**src/hw/rtl/two_region_bump_allocator_unit_assert.svh**
```systemverilog
// Assertion macros for the two-region bump allocator.
// Used by the top level; no other dependencies.
`ifndef TWO_REGION_BUMP_ALLOCATOR_UNIT_ASSERT_SVH
`define TWO_REGION_BUMP_ALLOCATOR_UNIT_ASSERT_SVH
`ifndef SYNTH
// Same-cycle implication, disabled during reset.
`define TRBA_ASSERT_IMPLY(label, clk, rst_n, ante, cons) \
    label: assert property (@(posedge clk) disable iff (!rst_n) (ante) |-> (cons)) \
        else $error("allocator assertion failed");
// Next-cycle implication, disabled during reset.
`define TRBA_ASSERT_NEXT(label, clk, rst_n, ante, cons) \
    label: assert property (@(posedge clk) disable iff (!rst_n) (ante) |=> (cons)) \
        else $error("allocator assertion failed");
`else
`define TRBA_ASSERT_IMPLY(label, clk, rst_n, ante, cons)
`define TRBA_ASSERT_NEXT(label, clk, rst_n, ante, cons)
`endif
`endif

```
**src/hw/rtl/trba_pkg.sv**
```systemverilog
// Shared types and action codes for the two-region bump allocator.
// No dependencies.
package trba_pkg;

    localparam logic [2:0] ACT_ALLOC     = 3'd0;
    localparam logic [2:0] ACT_FREE      = 3'd1;
    localparam logic [2:0] ACT_SAVE      = 3'd2;
    localparam logic [2:0] ACT_RESTORE   = 3'd3;
    localparam logic [2:0] ACT_RESET_OVF = 3'd4;
    localparam logic [2:0] ACT_STATUS    = 3'd5;

    typedef struct packed {
        logic [2:0]  action;
        logic [15:0] request_size;
        logic [15:0] free_address;
    } t_item;

    typedef struct packed {
        logic        granted;
        logic [15:0] block_address;
        logic [15:0] used_bytes;
        logic [15:0] high_water;
        logic [31:0] fail_count;
        logic [31:0] alloc_count;
        logic [16:0] largest_failed;
        logic [31:0] reclaim_count;
    } t_result;

endpackage

```
**src/hw/rtl/trba_core.sv**
```systemverilog
// Allocator state registers and the single-pass next-state and result logic.
// Depends on trba_pkg.
module trba_core #(
    parameter int PRIMARY_BYTES  = 32768,
    parameter int OVERFLOW_BYTES = 8192
) (
    input  logic              i_clk,
    input  logic              i_rst_n,
    input  logic              i_valid,
    input  trba_pkg::t_item   i_item,
    output trba_pkg::t_result o_result
);

    localparam int PW = $clog2(PRIMARY_BYTES + 1);
    localparam int OW = $clog2(OVERFLOW_BYTES + 1);
    localparam logic [17:0] PRIM_LIM = 18'(PRIMARY_BYTES);
    localparam logic [17:0] OVF_LIM  = 18'(OVERFLOW_BYTES);

    logic [PW-1:0] r_primary,  n_primary;
    logic [OW-1:0] r_overflow, n_overflow;
    logic [PW-1:0] r_baseline, n_baseline;
    logic [PW-1:0] r_peak,     n_peak;
    logic [31:0]   r_refusals, n_refusals;
    logic [31:0]   r_grants,   n_grants;
    logic [16:0]   r_biggest,  n_biggest;
    logic [31:0]   r_reclaims, n_reclaims;
    logic [15:0]   r_rec_addr, n_rec_addr;
    logic [16:0]   r_rec_size, n_rec_size;
    logic          r_rec_ovf,  n_rec_ovf;

    logic [16:0] size;
    logic [17:0] prim_sum;
    logic [17:0] ovf_sum;
    logic        granted;
    logic [15:0] addr;

    assign size     = (17'(i_item.request_size) + 17'd7) & ~17'd7;
    assign prim_sum = 18'(r_primary) + 18'(size);
    assign ovf_sum  = 18'(r_overflow) + 18'(size);

    always_comb begin
        n_primary  = r_primary;
        n_overflow = r_overflow;
        n_baseline = r_baseline;
        n_peak     = r_peak;
        n_refusals = r_refusals;
        n_grants   = r_grants;
        n_biggest  = r_biggest;
        n_reclaims = r_reclaims;
        n_rec_addr = r_rec_addr;
        n_rec_size = r_rec_size;
        n_rec_ovf  = r_rec_ovf;
        granted    = 1'b0;
        addr       = 16'd0;
        case (i_item.action)
            trba_pkg::ACT_ALLOC: begin
                if (prim_sum <= PRIM_LIM) begin
                    addr       = 16'(r_primary);
                    n_primary  = PW'(prim_sum);
                    n_grants   = r_grants + 32'd1;
                    if (PW'(prim_sum) > r_peak) begin
                        n_peak = PW'(prim_sum);
                    end
                    n_rec_addr = 16'(r_primary);
                    n_rec_size = size;
                    n_rec_ovf  = 1'b0;
                    granted    = 1'b1;
                end else if (ovf_sum <= OVF_LIM) begin
                    addr       = 16'(PRIM_LIM + 18'(r_overflow));
                    n_overflow = OW'(ovf_sum);
                    n_grants   = r_grants + 32'd1;
                    n_rec_addr = 16'(PRIM_LIM + 18'(r_overflow));
                    n_rec_size = size;
                    n_rec_ovf  = 1'b1;
                    granted    = 1'b1;
                end else begin
                    n_refusals = r_refusals + 32'd1;
                    if (size > r_biggest) begin
                        n_biggest = size;
                    end
                end
            end
            trba_pkg::ACT_FREE: begin
                if (r_rec_size != 17'd0 && i_item.free_address == r_rec_addr) begin
                    if (r_rec_ovf) begin
                        n_overflow = (18'(r_overflow) >= 18'(r_rec_size))
                                   ? OW'(18'(r_overflow) - 18'(r_rec_size)) : '0;
                    end else begin
                        n_primary = (18'(r_primary) >= 18'(r_rec_size))
                                  ? PW'(18'(r_primary) - 18'(r_rec_size)) : '0;
                    end
                    n_rec_addr = 16'd0;
                    n_rec_size = 17'd0;
                    n_rec_ovf  = 1'b0;
                    n_reclaims = r_reclaims + 32'd1;
                    granted    = 1'b1;
                end
            end
            trba_pkg::ACT_SAVE: begin
                n_baseline = r_primary;
            end
            trba_pkg::ACT_RESTORE: begin
                n_primary  = r_baseline;
                n_overflow = '0;
                n_rec_addr = 16'd0;
                n_rec_size = 17'd0;
                n_rec_ovf  = 1'b0;
            end
            trba_pkg::ACT_RESET_OVF: begin
                n_overflow = '0;
                if (r_rec_ovf) begin
                    n_rec_addr = 16'd0;
                    n_rec_size = 17'd0;
                    n_rec_ovf  = 1'b0;
                end
            end
            default: begin
                // Status and the unused codes leave the state alone.
            end
        endcase
    end

    always_comb begin
        o_result.granted        = granted;
        o_result.block_address  = addr;
        o_result.used_bytes     = 16'(18'(n_primary) + 18'(n_overflow));
        o_result.high_water     = 16'(n_peak);
        o_result.fail_count     = n_refusals;
        o_result.alloc_count    = n_grants;
        o_result.largest_failed = n_biggest;
        o_result.reclaim_count  = n_reclaims;
    end

    always_ff @(posedge i_clk) begin
        if (!i_rst_n) begin
            r_primary  <= '0;
            r_overflow <= '0;
            r_baseline <= '0;
            r_peak     <= '0;
            r_refusals <= 32'd0;
            r_grants   <= 32'd0;
            r_biggest  <= 17'd0;
            r_reclaims <= 32'd0;
            r_rec_addr <= 16'd0;
            r_rec_size <= 17'd0;
            r_rec_ovf  <= 1'b0;
        end else if (i_valid) begin
            r_primary  <= n_primary;
            r_overflow <= n_overflow;
            r_baseline <= n_baseline;
            r_peak     <= n_peak;
            r_refusals <= n_refusals;
            r_grants   <= n_grants;
            r_biggest  <= n_biggest;
            r_reclaims <= n_reclaims;
            r_rec_addr <= n_rec_addr;
            r_rec_size <= n_rec_size;
            r_rec_ovf  <= n_rec_ovf;
        end
    end

endmodule

```
**src/hw/rtl/two_region_bump_allocator_unit.sv**
```systemverilog
// Top level of the two-region bump allocator: input register, core, result register.
// Depends on trba_pkg, trba_core and two_region_bump_allocator_unit_assert.svh.
//
// Usage: drive a request on i_item and raise i_start. A transfer takes place at
// every rising edge where i_start is high and o_busy is low. o_busy is always
// low, so one request may be issued in every cycle.
// Each request is an action: allocate, free, save baseline, reset to baseline,
// reset overflow, or status. Every request produces exactly one result.
// The request is captured in an input register, the
// core works out the new allocator state and the result in one pass of short
// logic (one 18-bit add and compare per region), and the result register then
// presents it. o_done is high for exactly one cycle with o_result valid in
// that cycle.
// Throughput is one request per clock; the state registers in the core are
// updated at the same edge that loads the result register, so back-to-back
// requests see each other's effects in order.
// The receiver cannot stall: a result that is not taken in its strobe cycle
// is gone. A synchronous active-low reset clears all offsets, counters and the
// record of the most recent block, and drops any request in flight.
module two_region_bump_allocator_unit #(
    parameter int PRIMARY_BYTES  = 32768,
    parameter int OVERFLOW_BYTES = 8192
) (
    input  logic              i_clk,
    input  logic              i_rst_n,
    input  logic              i_start,
    input  trba_pkg::t_item   i_item,
    output logic              o_busy,
    output logic              o_done,
    output trba_pkg::t_result o_result
);

`include "two_region_bump_allocator_unit_assert.svh"

    logic              r_in_valid;
    trba_pkg::t_item   r_in;
    logic              r_done;
    trba_pkg::t_result r_result;
    trba_pkg::t_result core_result;

    // The block can always take a new request.
    assign o_busy = 1'b0;

    // Input register: the payload needs no reset, only its valid flag.
    always_ff @(posedge i_clk) begin
        if (!i_rst_n) begin
            r_in_valid <= 1'b0;
        end else begin
            r_in_valid <= i_start && !o_busy;
        end
        if (i_start && !o_busy) begin
            r_in <= i_item;
        end
    end

    trba_core #(
        .PRIMARY_BYTES  (PRIMARY_BYTES),
        .OVERFLOW_BYTES (OVERFLOW_BYTES)
    ) u_core (
        .i_clk    (i_clk),
        .i_rst_n  (i_rst_n),
        .i_valid  (r_in_valid),
        .i_item   (r_in),
        .o_result (core_result)
    );

    // Result register: the strobe lasts one cycle per request.
    always_ff @(posedge i_clk) begin
        if (!i_rst_n) begin
            r_done <= 1'b0;
        end else begin
            r_done <= r_in_valid;
        end
        if (r_in_valid) begin
            r_result <= core_result;
        end
    end

    assign o_done   = r_done;
    assign o_result = r_result;

    // A transfer in always reaches the core stage in the next cycle.
    `TRBA_ASSERT_NEXT(a_in_to_core, i_clk, i_rst_n, i_start && !o_busy, r_in_valid)
    // Every request in the core stage yields a result strobe next cycle.
    `TRBA_ASSERT_NEXT(a_core_to_done, i_clk, i_rst_n, r_in_valid, o_done)
    // Only a granted allocation reports a block address.
    `TRBA_ASSERT_IMPLY(a_addr_zero, i_clk, i_rst_n, o_done && !o_result.granted,
        o_result.block_address == 16'd0)
    // The grant counter moves by at most one between consecutive results.
    `TRBA_ASSERT_IMPLY(a_grant_step, i_clk, i_rst_n, o_done && $past(o_done),
        o_result.alloc_count == $past(o_result.alloc_count) ||
        o_result.alloc_count == 32'($past(o_result.alloc_count) + 32'd1))

endmodule
```
**config.mk**
```make
export PLATFORM = sky130hd
export DESIGN_NAME = two_region_bump_allocator_unit
export DESIGN_NICKNAME = d
export VERILOG_FILES = /design/src/hw/rtl/trba_pkg.sv /design/src/hw/rtl/trba_core.sv /design/src/hw/rtl/two_region_bump_allocator_unit.sv
export VERILOG_INCLUDE_DIRS = /design/src /design/src/hw/rtl
export SDC_FILE = /design/constraint.sdc
export NUM_CORES = 1
export LEC_CHECK = 0
export BUFFER_PORTS_ARGS = -buffer_cell sky130_fd_sc_hd__buf_2
export CORE_AREA = 2 2 227 229
export CTS_BUF_LIST = sky130_fd_sc_hd__clkbuf_8
export CTS_CLUSTER_DIAMETER = 60
export DETAILED_ROUTE_END_ITERATION = 12
export DIE_AREA = 0 0 229 231
export GPL_ROUTABILITY_DRIVEN = 0
export SETUP_SLACK_MARGIN = 0.02
export SYNTH_ARGS = -nofsm -noshare
export SYNTH_HDL_FRONTEND = slang
export SYNTH_SLANG_ARGS = --single-unit
export TNS_END_PERCENT = 30
```
**constraint.sdc**
```tcl
create_clock -name i_clk -period 7.8 [get_ports i_clk]
set_input_delay 0.78 -clock i_clk [delete_from_list [all_inputs] [get_ports i_clk]]
set_output_delay 0.78 -clock i_clk [all_outputs]
set_load 0.02 [all_outputs]
```
## Yosys cells after proc, flatten, opt, wreduce, memory -nomap -nowiden

Cells that the tools add are included.

| operators by class | value |
|---|---|
| multiplexer cells | 46 |
| equality and inequality tests | 8 |
| add/subtract/negate cells | 10 |
| magnitude comparators | 6 |
| reductions and logical operators | 9 |

Operators with widths:

| operator | count |
|---|---|
| $mux W32 | 8 |
| $mux W16 | 13 |
| $mux W17 | 8 |
| $add A32 B1 Y32 const B | 3 |
| $mux W14 | 5 |
| $pmux W17 S4 | 1 |
| $pmux W16 S4 | 1 |
| $pmux W16 S3 | 1 |
| $pmux W14 S3 | 1 |
| $add A14 B17 Y18 | 1 |
| $add A16 B17 Y18 | 1 |
| $le A18 B14 Y1 const B | 1 |
| $le A18 B16 Y1 const B | 1 |
| $add A16 B3 Y17 const B | 1 |
| $ge A14 B17 Y1 | 1 |
| $ge A16 B17 Y1 | 1 |
| $gt A17 B17 Y1 | 1 |
| $reduce_bool A17 Y1 | 1 |
| $add A16 B14 Y16 | 1 |
| $add A16 B14 Y16 const A | 1 |
| $eq A16 B16 Y1 | 1 |
| $gt A16 B16 Y1 | 1 |
| $sub A16 B16 Y16 | 1 |
| $sub A14 B14 Y14 | 1 |
| other kinds (16) | 23 |

| storage, ports and cells | value |
|---|---|
| logic and storage cells | 103 |
| output and inout port bits | 164 |
| bits in registers | 408 |

## Longest topological paths before layout

| depth | value |
|---|---|
| depth in word-level cells | 7 |
| gate-level depth with buffers | 28 |
| mapped depth without buffers | 26 |

## Hierarchy

A second synthesis with hierarchy kept.

| unflattened totals | value |
|---|---|
| cell total of the unflattened synthesis | 2322 |
| area, all modules | 22266.4 sq um |

Modules (own cells, without submodules):

| module | cells an instance | area an instance (sq um) | sequential area each (sq um) | instances |
|---|---|---|---|---|
| trba_core | 2119 | 16286.9 | 4124.0 | 1 |
| two_region_bump_allocator_unit | 203 | 5979.5 | 5955.7 | 1 |

## Worst setup path after synthesis

OpenSTA, ideal clock, no wires.

| timing path | value |
|---|---|
| path type | flip-flop to flip-flop |
| from | reg r_in[19] (netlist name) |
| to | reg r_result (netlist bit o_result[144]), data pin |
| stages on the path, launching flop included | 27 |
| setup slack | 1535 ps |
| clock period less this slack | 6265 ps |
| required time | 7532 ps |
| setup time | 268 ps |
| arrival | 5996 ps |
| cell sequence | edfxtp_1 > o311ai_4 > nor2_1 > nand4_1 > nor2_1 > nand3_1 > xnor2_1 > ha_1 > inv_1 > or3_1 > or3_1 > a2111oi_4 > a2bb2oi_2 > nand2_4 > nor3_4 > mux2_2 > o21ai_0 > ha_1 > or2_2 > a21oi_1 > a21oi_1 > a41oi_1 > a21oi_1 > and4_1 > a2111oi_0 > a211oi_1 > xor2_1 |

RTL lines:

| what | line | RTL |
|---|---|---|
| from (decl) | two_region_bump_allocator_unit.sv:36 | `trba_pkg::t_item r_in;` |
| from (signal assigned) | two_region_bump_allocator_unit.sv:52 | `r_in <= i_item;` |
| to (signal assigned) | two_region_bump_allocator_unit.sv:75 | `r_result <= core_result;` |
| to (decl) | two_region_bump_allocator_unit.sv:38 | `trba_pkg::t_result r_result;` |

==> impl_metrics.tcl <==
set metrics [dict create \
    cts_tree "yes" \
    hold_viol 0 \
    ys_top_cells_by_area "edfxtp_1 (26%), dfxtp_1 (19%), ha_1 (5.3%)" \
    post-cts-setup-buffers 0 \
    ys_types 100 \
    critPathArrivalTime_ns 7.41 \
    grt_max_degree 72 \
    syn_nets 2500 \
    synth_warnings 0 \
    yosysMostFrequentCell "nand2_1" \
    pin_count 202 \
    synthFlopType "dfxtp_1" \
    clk_latency_ns 0.68 \
    worstSetupPathType "reg2reg" \
    nFillCells 4801 \
    synth.largest_area_cell "edfxtp_1" \
    place_area_um2 24200 \
    h-tree-depth 3 \
    layout.nets 2700 \
    antenna_left 0 \
    final_cells 3304 \
    multi_input_area_um2 11600 \
    critical_path_required_ns 8.19 \
    grt-ovfl-total 0 \
    grt_pass1_wl_um 101000 \
    fmax_mhz 142 \
    holdWs_ns 0.278 \
    wl_per_cell_um 19.9 \
    place_inst 3167 \
    synth-async-reset-ratio 0 \
    tightestPinTransition_ns 0.976 \
    area_growth_pct 13.6 \
    synth_top_area_frac 0.263 \
    place_hpwl_um 47100 \
    critPathMaxFanout 6 \
    clockBufferDepth 3 \
    drc_errors 0 \
    clock-sinks 405 \
    io_buffers 200 \
    synth_cells 2362 \
    vias 19021 \
    finalCritPeriodShare 0.900 \
    coreArea_um2 50700 \
    power.density_nw_per_um2 190 \
    final_cell_area_um2 25500 \
    finalSetupViolCount 0 \
    min_path_type "in2reg" \
    synth_edf_count 197 \
    ys_seq_elements 405 \
    antenna_found_initial 0 \
    leakagePower_uw 0.00961 \
    drive_above_1_share 0.157 \
    cap_violations 0 \
    synth_commonest_cells "nand2_1 (278), dfxtp_1 (208), edfxtp_1 (197)" \
    layout.area.seq_um2 10100 \
    grt_usage 0.243 \
    start_util 0.443 \
    rsz0062_at_grt "no" \
    worst_setup_path_end_kind "register" \
    synth.cell_area_um2 22500 \
    finalSetupTns_ns 0 \
    routed_wl_um 65700 \
    final_core_util 0.504 \
    dieArea_um2 52900 \
    die_w_um 229 \
    min_period_ns 7.02 \
    ctsResizeCount 0 \
    maxSlewHeadroom 0.349 \
    drtIter0Drc 1860 \
    cts-root-buf "clkbuf_8" \
    viasPerCell 5.76 \
    cts.reportedPaths.clkPinSlew_ns 0.06 \
    numCtsBuffers 73 \
    run_status "complete, no violations" \
    rows 83 \
    crit_path_start_kind "register" \
    fin_worst_skew_ns 0.0527 \
    syn_avg_cell_area_um2 9.51 \
    drv_slew 0 \
    seq_area_frac_synth 0.449 \
    postCtsHoldBufs 0 \
    die-height_um 231 \
    grt_pass1_vias 18076 \
    drt_first_pass_iters 6 \
    irDropWorstVdd_uv 116 \
]
[flip-flops by register name, summed over array words and instances (netlist names)]
name	flops
u_core.r_refusals	32
u_core.r_peak	16
r_in	35
u_core.r_reclaims	32
r_in_valid	1
u_core.r_primary	16
u_core.r_grants	32
u_core.r_rec_addr	16
u_core.r_rec_ovf	1
o_done	1
u_core.r_rec_size	14
o_result	162
u_core.r_baseline	16
u_core.r_biggest	17
u_core.r_overflow	14
[worst paths after layout]
| check | startpoint | end | slack [ns] | cells past startpoint |
|---|---|---|---|---|
| max | r_in[19]$_DFFE_PP_ | o_result[144]$_DFFE_PP_ | 0.78 | 26 |
| min | i_item[4] | r_in[4]$_DFFE_PP_ | 0.28 | 1 |
| max reg2reg | r_in[19]$_DFFE_PP_ | o_result[144]$_DFFE_PP_ | 0.78 | 26 |
| min reg2reg | u_core.r_baseline[0]$_SDFFE_PN0P_ | u_core.r_baseline[0]$_SDFFE_PN0P_ | 0.46 | 2 |
[power breakdown]
part           internal (uW)  total [uW]  switching [uW]
registers               2290        2340            48.7
logic                    223         672             449
clock network            930        1840             906
total                   3440        4840            1400
[layout make-up]
cell class / instances / area share
multi-input cells: 1747 / 0.454
repair buffers: 243 / 0.0520
clock inverters: 58 / 0.0102
inverters: 92 / 0.0136
flip-flops and latches: 405 / 0.395
well taps: 680 / 0.0333
clock buffers: 78 / 0.0421
diodes: 1 / 0.0000980
[routing by layer]
layer | GRT usage | up-vias | wire [um]
met3 | 0.0438 | 195 | 4990
li1 | - | 9020 | -
met5 | 0 | - | 0
met2 | 0.382 | 811 | 29200
met1 | 0.320 | 8995 | 28100
met4 | 0.128 | 0 | 3390
[through the flow]
stage	power, uW	setup WS [ns]
2_1_floorplan	2810	1.54
3_3_place_gp	3030	1.09
3_5_place_dp	3040	0.877
4_1_cts	4900	0.850
5_1_grt	5050	0.163
6_report	4840	0.781
[cell families (layout without fill, tap and decap cells)]
group / count (synthesis) / count (layout) / share of synthesized area
other: 1 / 2 / 0.000167
adders and majority gates: 100 / 100 / 0.0574
xor gates and xnor gates: 190 / 190 / 0.0741
buffers and inverters: 210 / 471 / 0.0368
DFF: 405 / 405 / 0.449
and+or+nand+nor: 852 / 852 / 0.187
AOI/OAI and AO/OA: 531 / 531 / 0.162
muxes: 73 / 73 / 0.0335
[cell usage in the layout, fill, tap and decap left out, drive strengths merged, types with 25 or more instances in the layout]
cell type	count
clkbuf	78
nand2	281
buf	243
a21oi	128
a21o	32
o21ai	122
edfxtp	197
ha	95
nand4	39
or3	44
inv	122
dfxtp	208
nor4	28
and3	35
nor3	60
a31oi	29
o31ai	27
xnor2	104
nand3	89
xor2	86
nand2b	25
mux2i	55
nor2	156
[worst max-delay path: stages (launching register included)]
cell       delay [ns]
edfxtp_1         0.41
o311ai_4         0.16
nor2_1           0.25
nand4_1          0.18
nor2_1           0.22
nand2_1          0.10
xnor2_1          0.49
ha_1             0.41
a21oi_1          0.27
nor2b_1          0.15
a31o_1           0.23
o32a_1           0.38
o21ai_1          0.64
nor3_1           0.10
buf_4            0.19
a22o_1           0.20
a21o_1           0.18
ha_1             0.34
nand2_1          0.09
a2bb2oi_1        0.26
a21oi_1          0.13
a41oi_1          0.31
a21oi_1          0.16
and4_1           0.23
a2111oi_0        0.40
a211oi_1         0.10
xor2_1           0.17
Note: power is estimated with default switching activity, not from simulation.
